===== config.mk =====
export PLATFORM = sky130hd
export DESIGN_NAME = record_gate_timestamp_rebase
export DESIGN_NICKNAME = d
export VERILOG_FILES = /design/src/sv/rgtr_pkg.sv /design/src/sv/rgtr_csr.sv /design/src/sv/rgtr_streams.sv /design/src/sv/record_gate_timestamp_rebase.sv
export VERILOG_INCLUDE_DIRS = /design/src /design/src/sv
export SDC_FILE = /design/constraint.sdc
export NUM_CORES = 2
export LEC_CHECK = 0
export ABC_CLOCK_PERIOD_IN_PS = 18600
export BUFFER_PORTS_ARGS = -buffer_cell sky130_fd_sc_hd__clkbuf_2
export CORE_MARGIN = 3
export CORE_UTILIZATION = 40
export DETAILED_ROUTE_END_ITERATION = 10
export GPL_TIMING_DRIVEN = 0
export HOLD_SLACK_MARGIN = 0.15
export MAX_ROUTING_LAYER = met4
export PLACE_DENSITY = 0.61
export SKIP_CTS_REPAIR_TIMING = 1
export SYNTH_ARGS = -nofsm -noshare
export SYNTH_HDL_FRONTEND = slang
export SYNTH_SLANG_ARGS = --single-unit

===== constraint.sdc =====
create_clock -name clock -period 18.6 [get_ports clock]
set_clock_uncertainty 0.2 [all_clocks]
set_input_delay 0.93 -clock clock [delete_from_list [all_inputs] [get_ports clock]]
set_output_delay 0.93 -clock clock [all_outputs]
set_load 0.1 [all_outputs]

===== src/sv/record_gate_timestamp_rebase_defines.svh =====
// Assertion macros for the record gate timestamp rebase block.
// Used by the top level; no other dependencies.
`ifndef RECORD_GATE_TIMESTAMP_REBASE_DEFINES_SVH
`define RECORD_GATE_TIMESTAMP_REBASE_DEFINES_SVH

// same-cycle implication
`define RGTR_ASSERT_NOW(label, ante, cons, msg) \
   label: assert property (@(posedge clock) disable iff (reset) (ante) |-> (cons)) \
      else $error(msg);

// next-cycle implication
`define RGTR_ASSERT_NEXT(label, ante, cons, msg) \
   label: assert property (@(posedge clock) disable iff (reset) (ante) |=> (cons)) \
      else $error(msg);

`endif


===== src/sv/rgtr_pkg.sv =====
// Shared types and constants for the record gate timestamp rebase block.
// No dependencies.
`timescale 1ns / 1ps

package rgtr_pkg;

   localparam logic [2:0] STREAM_VIDEO = 3'd0;
   localparam logic [2:0] MAX_STREAM   = 3'd6;

   typedef enum logic [2:0] {
      KIND_PACKET = 3'd0,
      KIND_START  = 3'd1,
      KIND_PAUSE  = 3'd2,
      KIND_RESUME = 3'd3,
      KIND_STOP   = 3'd4
   } kind_type;

   typedef enum logic [2:0] {
      ST_WRITTEN    = 3'd0,
      ST_DONE       = 3'd1,
      ST_REFUSED    = 3'd2,
      ST_IDLE_DROP  = 3'd3,
      ST_PAUSED     = 3'd4,
      ST_AWAIT_KEY  = 3'd5,
      ST_NO_OUTPUT  = 3'd6,
      ST_BAD_STREAM = 3'd7
   } status_type;

   typedef enum logic [2:0] {
      MODE_IDLE   = 3'b001,
      MODE_REC    = 3'b010,
      MODE_PAUSED = 3'b100
   } mode_type;

   typedef enum logic [0:0] {
      REG_VIDEO_CONFIGURED = 1'b0,
      REG_AUDIO_MASK       = 1'b1
   } csr_reg_type;

   typedef struct packed {
      logic       video_configured;
      logic [6:0] audio_stream_mask;
   } cfg_type;

   typedef struct packed {
      logic write_en;
      logic mark_en;
      logic clear_all;
   } stream_cmd_type;

   typedef struct packed {
      logic anchor_valid;
      logic mark_valid;
   } stream_view_type;

endpackage


===== src/sv/rgtr_csr.sv =====
// Configuration registers behind the APB-style port.
// Depends on rgtr_pkg.
`timescale 1ns / 1ps

module rgtr_csr (
   input  logic             clock,
   input  logic             reset,
   input  logic             psel,
   input  logic             penable,
   input  logic             pwrite,
   input  logic [2:0]       paddr,
   input  logic [31:0]      pwdata,
   output logic [31:0]      prdata,
   output logic             pready,
   output rgtr_pkg::cfg_type cfg
);
   import rgtr_pkg::*;

   cfg_type     cfg_ff, cfg_in;
   csr_reg_type reg_sel;

   assign reg_sel = csr_reg_type'(paddr[2]);
   assign pready  = 1'b1;
   assign cfg     = cfg_ff;

   always_comb begin
      cfg_in = cfg_ff;
      if (psel && penable && pwrite && pready) begin
         case (reg_sel)
            REG_VIDEO_CONFIGURED: cfg_in.video_configured  = pwdata[0];
            REG_AUDIO_MASK:       cfg_in.audio_stream_mask = pwdata[6:0];
            default:              cfg_in = cfg_ff;
         endcase
      end
   end

   always_comb begin
      case (reg_sel)
         REG_VIDEO_CONFIGURED: prdata = {31'd0, cfg_ff.video_configured};
         REG_AUDIO_MASK:       prdata = {25'd0, cfg_ff.audio_stream_mask};
         default:              prdata = 32'd0;
      endcase
   end

   always_ff @(posedge clock) begin
      if (reset) begin
         cfg_ff <= '0;
      end else begin
         cfg_ff <= cfg_in;
      end
   end

endmodule


===== src/sv/rgtr_streams.sv =====
// Per-stream anchor, pause mark and running offset storage with offset update.
// Offsets are kept as anchor plus paused total; a pause mark also stores offset minus mark.
// Depends on rgtr_pkg.
`timescale 1ns / 1ps

module rgtr_streams #(
   parameter  int NUM_STREAMS = 7,
   localparam int SW          = $clog2(NUM_STREAMS)
) (
   input  logic                     clock,
   input  logic                     reset,
   input  rgtr_pkg::stream_cmd_type cmd,
   input  logic [SW-1:0]            sel,
   input  logic [63:0]              pts,
   input  logic [63:0]              dts,
   output rgtr_pkg::stream_view_type view,
   output logic [63:0]              pts_offset,
   output logic [63:0]              dts_offset
);
   import rgtr_pkg::*;

   logic [NUM_STREAMS-1:0] anchor_valid_ff, anchor_valid_in;
   logic [NUM_STREAMS-1:0] mark_valid_ff, mark_valid_in;
   logic [63:0]            offset_pts_ff [NUM_STREAMS];
   logic [63:0]            offset_dts_ff [NUM_STREAMS];
   logic [63:0]            mark_pts_ff   [NUM_STREAMS];
   logic [63:0]            rebase_pts_ff [NUM_STREAMS];
   logic [63:0]            rebase_dts_ff [NUM_STREAMS];
   logic                   gap_pos;

   assign view.anchor_valid = anchor_valid_ff[sel];
   assign view.mark_valid   = mark_valid_ff[sel];
   assign gap_pos           = $signed(pts) > $signed(mark_pts_ff[sel]);

   always_comb begin
      if (!view.anchor_valid) begin
         pts_offset = pts;
         dts_offset = dts;
      end else if (view.mark_valid && gap_pos) begin
         pts_offset = rebase_pts_ff[sel] + pts;
         dts_offset = rebase_dts_ff[sel] + pts;
      end else begin
         pts_offset = offset_pts_ff[sel];
         dts_offset = offset_dts_ff[sel];
      end
   end

   always_comb begin
      anchor_valid_in = anchor_valid_ff;
      mark_valid_in   = mark_valid_ff;
      if (cmd.clear_all) begin
         anchor_valid_in = '0;
         mark_valid_in   = '0;
      end else if (cmd.write_en) begin
         anchor_valid_in[sel] = 1'b1;
         mark_valid_in[sel]   = 1'b0;
      end else if (cmd.mark_en) begin
         mark_valid_in[sel] = 1'b1;
      end
   end

   always_ff @(posedge clock) begin
      if (reset) begin
         anchor_valid_ff <= '0;
         mark_valid_ff   <= '0;
      end else begin
         anchor_valid_ff <= anchor_valid_in;
         mark_valid_ff   <= mark_valid_in;
      end
   end

   always_ff @(posedge clock) begin
      if (cmd.write_en && !cmd.clear_all) begin
         offset_pts_ff[sel] <= pts_offset;
         offset_dts_ff[sel] <= dts_offset;
      end
      if (cmd.mark_en && !cmd.clear_all) begin
         mark_pts_ff[sel]   <= pts;
         rebase_pts_ff[sel] <= offset_pts_ff[sel] - pts;
         rebase_dts_ff[sel] <= offset_dts_ff[sel] - pts;
      end
   end

endmodule


===== src/sv/record_gate_timestamp_rebase.sv =====
// Channel  | Direction | Word
// req      | in        | kind, stream_id, pts, dts, keyframe
// rsp      | out       | accepted, status, out_stream, pts_offset, dts_offset, had_output
// csr      | in/out    | APB-style register access, two registers
// One word per cycle unless rsp_stall holds; results leave through the result register.
// Each word is decided by logic between the input register and the result register.
// Reset clears mode, session flags, stream valid bits and the configuration.
// A stalled result holds the input register; req_stall rises only when both are full.
// Top level of the record gate; depends on rgtr_pkg, rgtr_csr, rgtr_streams.
`timescale 1ns / 1ps
`include "record_gate_timestamp_rebase_defines.svh"

module record_gate_timestamp_rebase #(
   parameter int NUM_STREAMS = 7
) (
   input  logic        clock,
   input  logic        reset,
   input  logic        req_valid,
   output logic        req_stall,
   input  logic [2:0]  req_kind,
   input  logic [2:0]  req_stream_id,
   input  logic [63:0] req_pts,
   input  logic [63:0] req_dts,
   input  logic        req_keyframe,
   output logic        rsp_valid,
   input  logic        rsp_stall,
   output logic        rsp_accepted,
   output logic [2:0]  rsp_status,
   output logic [2:0]  rsp_out_stream,
   output logic [63:0] rsp_pts_offset,
   output logic [63:0] rsp_dts_offset,
   output logic        rsp_had_output,
   input  logic        psel,
   input  logic        penable,
   input  logic        pwrite,
   input  logic [2:0]  paddr,
   input  logic [31:0] pwdata,
   output logic [31:0] prdata,
   output logic        pready
);
   import rgtr_pkg::*;

   localparam int SW = $clog2(NUM_STREAMS);
   localparam int IW = (SW + 1 > 3) ? SW + 1 : 3;

   cfg_type         cfg;
   stream_cmd_type  cmd;
   stream_view_type view;
   logic [63:0]     new_pts_offset, new_dts_offset;

   logic        in_valid_ff;
   logic [2:0]  in_kind_ff, in_stream_ff;
   logic [63:0] in_pts_ff, in_dts_ff;
   logic        in_key_ff;

   logic        rsp_valid_ff;
   logic        rsp_accepted_ff, rsp_accepted_in;
   status_type  rsp_status_ff, rsp_status_in;
   logic [2:0]  rsp_stream_ff, rsp_stream_in;
   logic [63:0] rsp_pts_ff, rsp_pts_in;
   logic [63:0] rsp_dts_ff, rsp_dts_in;
   logic        rsp_had_ff, rsp_had_in;

   mode_type mode_ff, mode_in;
   logic     started_ff, started_in;
   logic     resume_wait_ff, resume_wait_in;
   logic     any_written_ff, any_written_in;

   logic          advance, fire;
   logic [IW-1:0] idx_ext;
   logic          idx_valid, key_ok, mask_ok;
   logic [SW-1:0] sel;
   logic [7:0]    mask_ext;
   logic          rsp_written;

   rgtr_csr u_csr (
      .clock   (clock),
      .reset   (reset),
      .psel    (psel),
      .penable (penable),
      .pwrite  (pwrite),
      .paddr   (paddr),
      .pwdata  (pwdata),
      .prdata  (prdata),
      .pready  (pready),
      .cfg     (cfg)
   );

   rgtr_streams #(.NUM_STREAMS(NUM_STREAMS)) u_streams (
      .clock      (clock),
      .reset      (reset),
      .cmd        (cmd),
      .sel        (sel),
      .pts        (in_pts_ff),
      .dts        (in_dts_ff),
      .view       (view),
      .pts_offset (new_pts_offset),
      .dts_offset (new_dts_offset)
   );

   assign advance   = !rsp_valid_ff || !rsp_stall;
   assign fire      = in_valid_ff && advance;
   assign req_stall = in_valid_ff && !advance;

   assign idx_ext   = IW'(in_stream_ff);
   assign idx_valid = (idx_ext < IW'(NUM_STREAMS)) && (in_stream_ff <= MAX_STREAM);
   assign sel       = idx_valid ? idx_ext[SW-1:0] : '0;
   assign key_ok    = (in_stream_ff == STREAM_VIDEO) && in_key_ff;
   assign mask_ext  = {1'b0, cfg.audio_stream_mask};
   assign mask_ok   = (in_stream_ff == STREAM_VIDEO) || mask_ext[in_stream_ff];

   always_comb begin
      mode_in         = mode_ff;
      started_in      = started_ff;
      resume_wait_in  = resume_wait_ff;
      any_written_in  = any_written_ff;
      cmd             = '0;
      rsp_status_in   = ST_REFUSED;
      rsp_stream_in   = 3'd0;
      rsp_pts_in      = 64'd0;
      rsp_dts_in      = 64'd0;
      rsp_had_in      = 1'b0;
      case (kind_type'(in_kind_ff))
         KIND_PACKET: begin
            case (mode_ff)
               MODE_IDLE: rsp_status_in = ST_IDLE_DROP;
               MODE_PAUSED: begin
                  rsp_status_in = ST_PAUSED;
                  cmd.mark_en   = idx_valid && view.anchor_valid && !view.mark_valid;
               end
               MODE_REC: begin
                  if ((!started_ff || resume_wait_ff) && !key_ok) begin
                     rsp_status_in = ST_AWAIT_KEY;
                  end else begin
                     if (key_ok) begin
                        started_in     = 1'b1;
                        resume_wait_in = 1'b0;
                     end
                     if (!cfg.video_configured) begin
                        rsp_status_in = ST_NO_OUTPUT;
                     end else if (!idx_valid || !mask_ok) begin
                        rsp_status_in = ST_BAD_STREAM;
                     end else begin
                        rsp_status_in  = ST_WRITTEN;
                        cmd.write_en   = 1'b1;
                        any_written_in = 1'b1;
                        rsp_stream_in  = in_stream_ff;
                        rsp_pts_in     = new_pts_offset;
                        rsp_dts_in     = new_dts_offset;
                     end
                  end
               end
               default: rsp_status_in = ST_REFUSED;
            endcase
         end
         KIND_START: begin
            if (mode_ff == MODE_IDLE) begin
               mode_in       = MODE_REC;
               rsp_status_in = ST_DONE;
            end
         end
         KIND_PAUSE: begin
            if (mode_ff == MODE_REC) begin
               mode_in       = MODE_PAUSED;
               rsp_status_in = ST_DONE;
            end
         end
         KIND_RESUME: begin
            if (mode_ff == MODE_PAUSED) begin
               mode_in        = MODE_REC;
               resume_wait_in = 1'b1;
               rsp_status_in  = ST_DONE;
            end
         end
         KIND_STOP: begin
            if (mode_ff != MODE_IDLE) begin
               rsp_had_in     = any_written_ff;
               mode_in        = MODE_IDLE;
               started_in     = 1'b0;
               resume_wait_in = 1'b0;
               any_written_in = 1'b0;
               cmd.clear_all  = 1'b1;
               rsp_status_in  = ST_DONE;
            end
         end
         default: rsp_status_in = ST_REFUSED;
      endcase
      rsp_accepted_in = (rsp_status_in == ST_DONE) || (rsp_status_in == ST_WRITTEN);
      if (!fire) begin
         cmd = '0;
      end
   end

   always_ff @(posedge clock) begin
      if (reset) begin
         in_valid_ff    <= 1'b0;
         rsp_valid_ff   <= 1'b0;
         mode_ff        <= MODE_IDLE;
         started_ff     <= 1'b0;
         resume_wait_ff <= 1'b0;
         any_written_ff <= 1'b0;
      end else begin
         if (!req_stall) begin
            in_valid_ff <= req_valid;
         end
         if (advance) begin
            rsp_valid_ff <= in_valid_ff;
         end
         if (fire) begin
            mode_ff        <= mode_in;
            started_ff     <= started_in;
            resume_wait_ff <= resume_wait_in;
            any_written_ff <= any_written_in;
         end
      end
   end

   always_ff @(posedge clock) begin
      if (!req_stall) begin
         in_kind_ff   <= req_kind;
         in_stream_ff <= req_stream_id;
         in_pts_ff    <= req_pts;
         in_dts_ff    <= req_dts;
         in_key_ff    <= req_keyframe;
      end
      if (fire) begin
         rsp_accepted_ff <= rsp_accepted_in;
         rsp_status_ff   <= rsp_status_in;
         rsp_stream_ff   <= rsp_stream_in;
         rsp_pts_ff      <= rsp_pts_in;
         rsp_dts_ff      <= rsp_dts_in;
         rsp_had_ff      <= rsp_had_in;
      end
   end

   assign rsp_valid      = rsp_valid_ff;
   assign rsp_accepted   = rsp_accepted_ff;
   assign rsp_status     = rsp_status_ff;
   assign rsp_out_stream = rsp_stream_ff;
   assign rsp_pts_offset = rsp_pts_ff;
   assign rsp_dts_offset = rsp_dts_ff;
   assign rsp_had_output = rsp_had_ff;

   assign rsp_written = rsp_valid_ff && (rsp_status_ff == ST_WRITTEN);

   `RGTR_ASSERT_NOW(a_wr_key, rsp_written, started_ff && any_written_ff, "write before key")
   `RGTR_ASSERT_NOW(a_wait_mode, resume_wait_ff, mode_ff != MODE_IDLE, "wait while idle")
   `RGTR_ASSERT_NEXT(a_stall_keeps_word, req_stall, in_valid_ff, "input word lost under stall")

endmodule

---- Yosys cells after proc, flatten, opt, wreduce, memory -nomap -nowiden ----
Memory sizes are Yosys's and may differ from the RTL's.
Cells that the tools add are included.
word-level totals
  RAM bits ................................ 2240
  bits in registers ....................... 301
  output and inout port bits .............. 171
  memories kept ........................... 5
  logic and storage cells ................. 163
operators by class
  reductions and logical operators ........ 43
  bitwise operators ....................... 8
  multiplexer cells ....................... 58
  add/subtract/negate cells ............... 4
  equal/unequal tests ..................... 18
  magnitude comparators ................... 6
memory list
  name                     words  width  rd ports  clocked after memory_dff  write ports  line                source
  u_streams.mark_pts_ff    7      64     1         0                         1            rgtr_streams.sv:26  logic [63:0] mark_pts_ff [NUM_STREAMS];
  u_streams.offset_dts_ff  7      64     1         0                         1            rgtr_streams.sv:25  logic [63:0] offset_dts_ff [NUM_STREAMS];
  u_streams.offset_pts_ff  7      64     1         0                         1            rgtr_streams.sv:24  logic [63:0] offset_pts_ff [NUM_STREAMS];
  u_streams.rebase_dts_ff  7      64     1         0                         1            rgtr_streams.sv:28  logic [63:0] rebase_dts_ff [NUM_STREAMS];
  u_streams.rebase_pts_ff  7      64     1         0                         1            rgtr_streams.sv:27  logic [63:0] rebase_pts_ff [NUM_STREAMS];
operator list
  cell                                                 count
  2-to-1 mux 64 bit                                    4
  adder 64 bit                                         2
  subtractor 64 bit                                    2
  > comparator 64 bit                                  1
  case mux 32 bit (2 select lines)                     1
  2-to-1 mux 1 bit                                     27
  2-to-1 mux 3 bit                                     9
  inequality test 2 bit (second input constant)        8
  case mux 3 bit (5 select lines)                      1
  2-to-1 mux 7 bit                                     2
  OR 7 bit                                             2
  AND reduction 7 bit                                  2
  logical AND 1 bit                                    13
  case mux 3 bit (4 select lines)                      1
  AND reduction 6 bit                                  2
  2-to-1 mux 2 bit                                     5
  binary-select mux 1 bit (select 3 bit)               3
  == test 3 x 1 -> 1 bit (second input constant)       3
  == test 3 x 2 -> 1 bit (second input constant)       3
  logical NOT 1 bit                                    9
  logical NOT 3 bit                                    3
  case mux 3 bit (3 select lines)                      1
  < comparator 3 x 4 -> 1 bit (second input constant)  2
  AND 7 bit                                            1
  other kinds (18)                                     30

---- Logic depth before layout (Yosys ltp) ----
  word-level depth ........................ 15
  gate-level depth with buffers ........... 26
  mapped depth without buffers ............ 17

---- Modules after synthesis ----
Synthesis repeated with hierarchy kept, for this count alone.
second synthesis, totals
  cells, all modules ...................... 8003
  area, all modules ....................... 112007.4 sq um
by module, submodules not included
  module                        sequential area each (sq um)  times used  cells each  area each (sq um)
  rgtr_streams                  67544.8                       1           7407        101509.9
  record_gate_timestamp_rebase  8298.0                        1           526         9872.0
  rgtr_csr                      160.2                         1           70          625.6

---- Worst setup path before layout ----
OpenSTA, ideal clock, no wires.
  path type ............................... reg2reg
  start ................................... reg in_stream_ff[1]
  end ..................................... mem u_streams.mark_pts_ff[4][0], enable pin
  cell stages (with the launch flop) ...... 10
  clock period less this slack ............ 16098 ps
  arrival time ............................ 14916 ps
  setup time .............................. 981 ps
  slack ................................... 2502 ps
  required time ........................... 17419 ps
  cell sequence ........................... edfxtp_1 -> buf_2 -> buf_2 -> clkbuf_1 -> buf_2 -> buf_2 -> buf_2 -> buf_2 -> clkbuf_1 -> nor3_1
between the ends
  word-level cells in the longest chain between the ends .. 13
  elaborated cells on any way between the ends .. 17
RTL lines
  item                                                              line                                    source
  start: declaration                                                record_gate_timestamp_rebase.sv:52      logic [2:0] in_kind_ff, in_stream_ff;
  start signal: assignment                                          record_gate_timestamp_rebase.sv:221     in_stream_ff <= req_stream_id;
  < comparator 3 bit or <= comparator 3 bit (tied branches)         record_gate_timestamp_rebase.sv:106     assign idx_valid = (idx_ext < IW'(NUM_STREAMS)) && (in_stream_ff <= MAX_STREAM);
  logical AND 1 bit                                                 record_gate_timestamp_rebase.sv:106
  2-to-1 mux 3 bit                                                  record_gate_timestamp_rebase.sv:107     assign sel = idx_valid ? idx_ext[SW-1:0] : '0;
  binary-select mux 1 bit (select 3 bit), on equally long branches  rgtr_streams.sv:31, rgtr_streams.sv:32
  2-to-1 mux 1 bit, on equally long branches                        rgtr_streams.sv:31, rgtr_streams.sv:32
  logical AND 1 bit or logical NOT 1 bit (tied branches)            record_gate_timestamp_rebase.sv:129     cmd.mark_en = idx_valid && view.anchor_valid && !view.mark_valid;
  logical AND 1 bit                                                 record_gate_timestamp_rebase.sv:129
  2-to-1 mux 1 bit                                                  record_gate_timestamp_rebase.sv:125     case (mode_ff)
  2-to-1 mux 2 bit                                                  record_gate_timestamp_rebase.sv:123     case (kind_type'(in_kind_ff))
  2-to-1 mux 3 bit                                                  record_gate_timestamp_rebase.sv:189     if (!fire) begin
  logical AND 1 bit                                                 rgtr_streams.sv:77                      if (cmd.mark_en && !cmd.clear_all) begin
  2-to-1 mux 1 bit                                                  rgtr_streams.sv:77
  2-to-1 mux 1 bit (not written as such)                            rgtr_streams.sv:78                      mark_pts_ff[sel] <= pts;
  end: declaration                                                  rgtr_streams.sv:26
Several ways; a longest one is shown, not always the timed one. The select of a mux whose other input is x is not followed.

---- Worst setup path in the final report ----
  start ................................... reg in_stream_ff[0]
  end ..................................... reg rsp_dts_ff[51], in the netlist rsp_dts_offset[51] (data pin)
between the ends
  word-level cells in the longest chain between the ends .. 8
  elaborated cells on any way between the ends .. 27
RTL lines
  item                                                                                line                                    source
  < comparator 3 bit or <= comparator 3 bit (tied branches)                           record_gate_timestamp_rebase.sv:106
  logical AND 1 bit                                                                   record_gate_timestamp_rebase.sv:106
  2-to-1 mux 3 bit *                                                                  record_gate_timestamp_rebase.sv:107
  memory read (7 x 64 bit) or binary-select mux 1 bit (select 3 bit) (tied branches)  -
  > comparator 64 bit or 2-to-1 mux 1 bit (tied branches)                             rgtr_streams.sv:33, rgtr_streams.sv:32
  logical AND 1 bit                                                                   rgtr_streams.sv:39                      end else if (view.mark_valid && gap_pos) begin
  2-to-1 mux 64 bit                                                                   rgtr_streams.sv:39
  2-to-1 mux 64 bit *                                                                 rgtr_streams.sv:36                      if (!view.anchor_valid) begin
  via new_dts_offset[51]                                                              record_gate_timestamp_rebase.sv:49      logic [63:0] new_pts_offset, new_dts_offset;
  end signal: assignment                                                              record_gate_timestamp_rebase.sv:231     rsp_dts_ff <= rsp_dts_in;
  end: declaration                                                                    record_gate_timestamp_rebase.sv:61      logic [63:0] rsp_dts_ff, rsp_dts_in;
The timed path passes the listed nets; every way through them passes the cells marked *. The select of a mux whose other input is x is not followed.
A chain may end at the register's enable or synchronous reset.

==> impl_metrics.csv <==
group,metric,value,unit
outcome,status,"finished with violations",
outcome,failing_checks,"capacitance limit, slew limit",
worst_setup_path,endpoint_kind,"flip-flop",
routing,num_vias,83150,
synthesis,synth_top_family_by_area,"compound AO/OA/AOI/OAI gates",
global_route,grt_antenna_before_repair,59,
power_and_ir_drop,finalPower,14670,uW
worst_setup_path,worstPathRequired,19.18,ns
clock_tree,clk_slew_on_worst_s_h_paths,0.06,ns
layout,final_layout_size_suffix_gt1_share,16.20,%
timing,final_hold_viol_count,0,
synthesis,synth_enable_flop_cells,2511,
clock_tree,cts_buffers,274,
clock_tree,cts_num_sinks,2541,
clock_tree,clk-insertion-delay-late,0.93,ns
global_route,groute.layer.met3.usage,6.010,%
clock_tree,cts.root.buffer_cell,"clkbuf_16",
global_route,globalRoute.totalOverflow,0,
synthesis,synthCells,8410,
worst_setup_path,regToRegStartpoint,"in_stream_ff[0]",
layout,final_net_count,9882,
synthesis,predominant_post_synthesis_flop_cell,"edfxtp_1",
synthesis,synth.lib_cells_used.distinct,93,
floorplanning,row_count,196,
worst_setup_path,timing.critical_path.from_type,"flip-flop",
job,drv_cap,8,
timing,slew_violations,34,
synthesis,synth-simple-area-share,6.361,%
synthesis,synth_compound_gate_area_share,13.33,%
worst_setup_path,critPathArrivalTime,13.51,ns
synthesis,synth_sequential_area_ratio,65.58,%
synthesis,netlist_area,115900,sq um
worst_setup_path,rr_worst_depth,19,
global_route,grt_most_used_layer,"met2",
layout,fill_cells,24900,
synthesis,synth_mux_area_share,7.206,%
min_path,timing.hold.worst.start,"rsp_stall",
timing,worstMarginPinSlew,1.705,ns
min_path,whs_path_depth,3,
timing,share_of_the_clock_period_used_by_the_worst_path_after_layout,69.53,%
timing,post-route-worst-setup-slack,5.667,ns
worst_setup_path,r2r_end,"rsp_dts_offset[51]",
synthesis,ys_ff_latch,2541,
global_route,grt_start_max_net_pins,99,
layout,instances_no_fill,13400,
worst_setup_path,r2r_setup_slack,5.67,ns
routing,drt_iter0_markers,12000,
routing,wl,482.3,mm
timing,rsz0062_at_grt,"no",
routing,detail_route.drc_violations,0,
routing,wire_per_inst,36.00,um
worst_setup_path,critPathKind,"reg2reg",
global_route,grt_util_met1,44.56,%
placement,numPlacedInstances,12720,
floorplanning,start_util,40.43,%
placement,pre_cts_slack,5.837,ns
floorplanning,chipWidth,544.3,um
clock_tree,cts_tree,"yes",
placement,port-buffer-count,294,
floorplanning,ioPinCount,348,
timing,final_period_minus_worst_setup_slack,12.93,ns
global_route,globalRouteTotalUtil,32.64,%
worst_setup_path,max_fanout_on_critical_path,10,
synthesis,synth-warning-count,0,
layout,syn2layout_area_growth,17.15,%
clock_tree,clk_path_buf_depth,4,
power_and_ir_drop,leakage,0.04676,uW
placement,gp_weighted_congestion,1.049,
timing,clock.fmax,77.32,MHz
synthesis,syn-mean-instance-area,13.78,sq um
global_route,use_met2,47.59,%
global_route,global_route_wire_length_before_repair,647.2,mm
floorplanning,floorplan.die_area,296200,sq um
min_path,min_delay_worst_endpoint,"rsp_valid",
min_path,timing.hold.worst.class,"in2reg",
floorplanning,chipHeight,544.3,um
global_route,first_global_vias,78350,
timing,setup_violations,0,
routing,drt_pass1_iterations,7,
routing,drt.antenna.violating_nets,0,
power_and_ir_drop,power.density,108.0,nW/um^2
power_and_ir_drop,peakVddDrop,71.93,uV
clock_tree,cts_max_level,5,
placement,dpl.hpwl,374.1,mm
timing,relative_slew_margins,-13.64,%
floorplanning,design.core.area,286700,sq um
routing,via_per_inst,6.208,
synthesis,synthAdderAreaFrac,3.481,%
synthesis,async_flop_share,0,%
synthesis,synth_xor_xnor_area_share,1.579,%
layer usage:
metal	part of all wire, %	routed length [um]
met3	9.5	45690
met5	0	0
met2	44	212700
met1	41	198900
met4	5.2	24940
synthesized netlist by cell type (10+ instances only):
cell / number / area, sq um
a2111oi_0: 83 / 727.0
o21bai_1: 63 / 473.0
and4_1: 11 / 96.34
a221oi_1: 17 / 148.9
nor2b_1: 32 / 200.2
ha_1: 316 / 3954
a31oi_1: 97 / 606.8
a21boi_0: 17 / 127.6
mux2i_1: 111 / 1111
nand4_1: 74 / 462.9
a21oi_1: 857 / 4289
o21a_1: 42 / 315.3
buf_1: 73 / 274.0
nand3_1: 88 / 440.4
o31ai_1: 36 / 270.3
a211oi_1: 45 / 337.8
nor4_1: 15 / 93.84
o211ai_1: 26 / 195.2
edfxtp_1: 2511 / 75400
a21o_1: 167 / 1254
o32a_1: 39 / 390.4
clkbuf_1: 402 / 1509
buf_2: 40 / 200.2
o21ai_0: 267 / 1336
or2_2: 17 / 106.4
nor3_1: 56 / 280.3
xnor2_1: 132 / 1156
nand2_1: 730 / 2740
a221o_1: 70 / 700.7
inv_1: 162 / 608.1
nor2_1: 373 / 1400
a311oi_1: 17 / 148.9
nand2b_1: 24 / 150.1
mux4_2: 186 / 4189
mux2_2: 271 / 3052
o22a_1: 41 / 359.1
nand3b_1: 10 / 75.07
and2_1: 109 / 681.9
o22ai_1: 414 / 2590
or3_1: 17 / 106.4
xor2_1: 77 / 674.4
dfxtp_1: 30 / 600.6
and3_1: 48 / 300.3
buf_4: 33 / 247.7
o211a_1: 12 / 120.1
cells by family after synthesis:
| kind of cell | after synthesis |
|---|---|
| other | 2 |
| AOI/OAI and AO/OA | 2425 |
| muxes | 568 |
| buffers and inverters | 712 |
| xor gates and xnor gates | 209 |
| and+or+nand+nor | 1633 |
| DFF | 2541 |
| adders and majority gates | 320 |
worst max-delay path, cell delays in order (launching register included):
cell      delay [ns]
edfxtp_1        0.51
clkbuf_1        0.59
clkbuf_1        0.62
clkbuf_1        0.60
buf_1           0.56
buf_1           0.74
clkbuf_1        1.04
o21ai_0         0.24
o31ai_1         1.15
ha_1            0.25
nand4_1         0.14
nor4_2          0.58
nand4_1         1.07
o21ai_1         0.87
o31ai_2         0.24
nand2_2         0.20
clkbuf_1        0.91
nand3_1         0.74
a31oi_1         1.24
and2_1          0.25
flip-flops by register name, indices dropped and copies added, names as in the netlist, 3 cells and up, named ones only:
| signal | count |
|---|---|
| u_streams.rebase_pts_ff | 448 |
| in_kind_ff | 3 |
| u_streams.offset_pts_ff | 448 |
| in_stream_ff | 3 |
| rsp_pts_offset | 64 |
| in_pts_ff | 64 |
| u_csr.cfg | 8 |
| u_streams.offset_dts_ff | 448 |
| rsp_dts_offset | 64 |
| in_dts_ff | 64 |
| u_streams.mark_pts_ff | 448 |
| rsp_status | 3 |
| mode_ff | 3 |
| u_streams.anchor_valid_ff | 7 |
| rsp_out_stream | 3 |
| u_streams.rebase_dts_ff | 448 |
cell type report:
| type | count | area (sq um) | share of cell area [%] |
|---|---|---|---|
| sequential | 2541 | 76000 | 55.98 |
| inverter | 163 | 624.3 | 0.4598 |
| clock buffer | 340 | 7219 | 5.317 |
| buffer | 549 | 2272 | 1.673 |
| clock inverter | 140 | 1225 | 0.9022 |
| antenna | 44 | 110.1 | 0.08109 |
| tap | 3762 | 4707 | 3.467 |
| timing repair buffer | 675 | 6112 | 4.502 |
| multi-input combinational | 5181 | 37500 | 27.62 |
cells in the final DEF, fill, tap and decap left out, types with 42 or more instances in the layout:
cell,netlist,final
o21a_1,42,42
a2111oi_0,83,82
o21bai_1,63,63
a221o_1,70,70
ha_1,316,316
a21o_1,167,167
buf_6,1,53
nor3_1,56,53
edfxtp_1,2511,2511
clkbuf_2,0,314
buf_12,0,60
dlygate4sd3_1,0,146
xnor2_1,132,126
o22ai_1,414,414
mux2i_1,111,110
and3_1,48,48
mux4_2,186,186
nor2_1,373,363
a31oi_1,97,85
nand3_1,88,87
clkinv_1,0,68
xor2_1,77,76
buf_2,40,48
clkbuf_1,402,441
nand2_1,730,730
inv_1,162,160
and2_1,109,109
buf_4,33,118
mux2_2,271,271
buf_1,73,69
nand4_1,74,74
o21ai_0,267,241
a21oi_1,857,841
clkbuf_16,0,278
diode_2,0,44
a211oi_1,45,43
how the worst max path moves through the flow:
stage,start,end,slack [ns]
final,in_stream_ff[0],rsp_dts_offset[51],5.67
after global routing,in_stream_ff[0],rsp_dts_offset[51],5.71
after CTS,in_stream_ff[0],rsp_dts_offset[51],5.85
after detailed placement,in_stream_ff[0],rsp_dts_offset[51],5.84
after global placement,in_stream_ff[0],u_streams.rebase_dts_ff[4][22],-14.45
after floorplan,in_stream_ff[1],u_streams.mark_pts_ff[4][0],2.50
metrics by stage:
step	util (%)	instance area, sq um	hold slack [ns]	setup TNS, ns
after CTS	46.78	134100	-0.08700	0
after detailed placement	43.84	125700	0.2534	0
after global placement	42.61	122200	0.2428	-9185.69
after global routing	47.35	135700	0.2265	0
final	47.36	135800	0.1799	0
after floorplan	-	116000	0.2268	0
power breakdown:
part	internal [uW]	switching [uW]	leakage, uW	total [uW]
clock	2950	2270	0.00409	5220
sequential	6590	78.7	0.0232	6670
combinational	713	2060	0.0195	2780
Note: power is estimated with default switching activity, not from simulation.
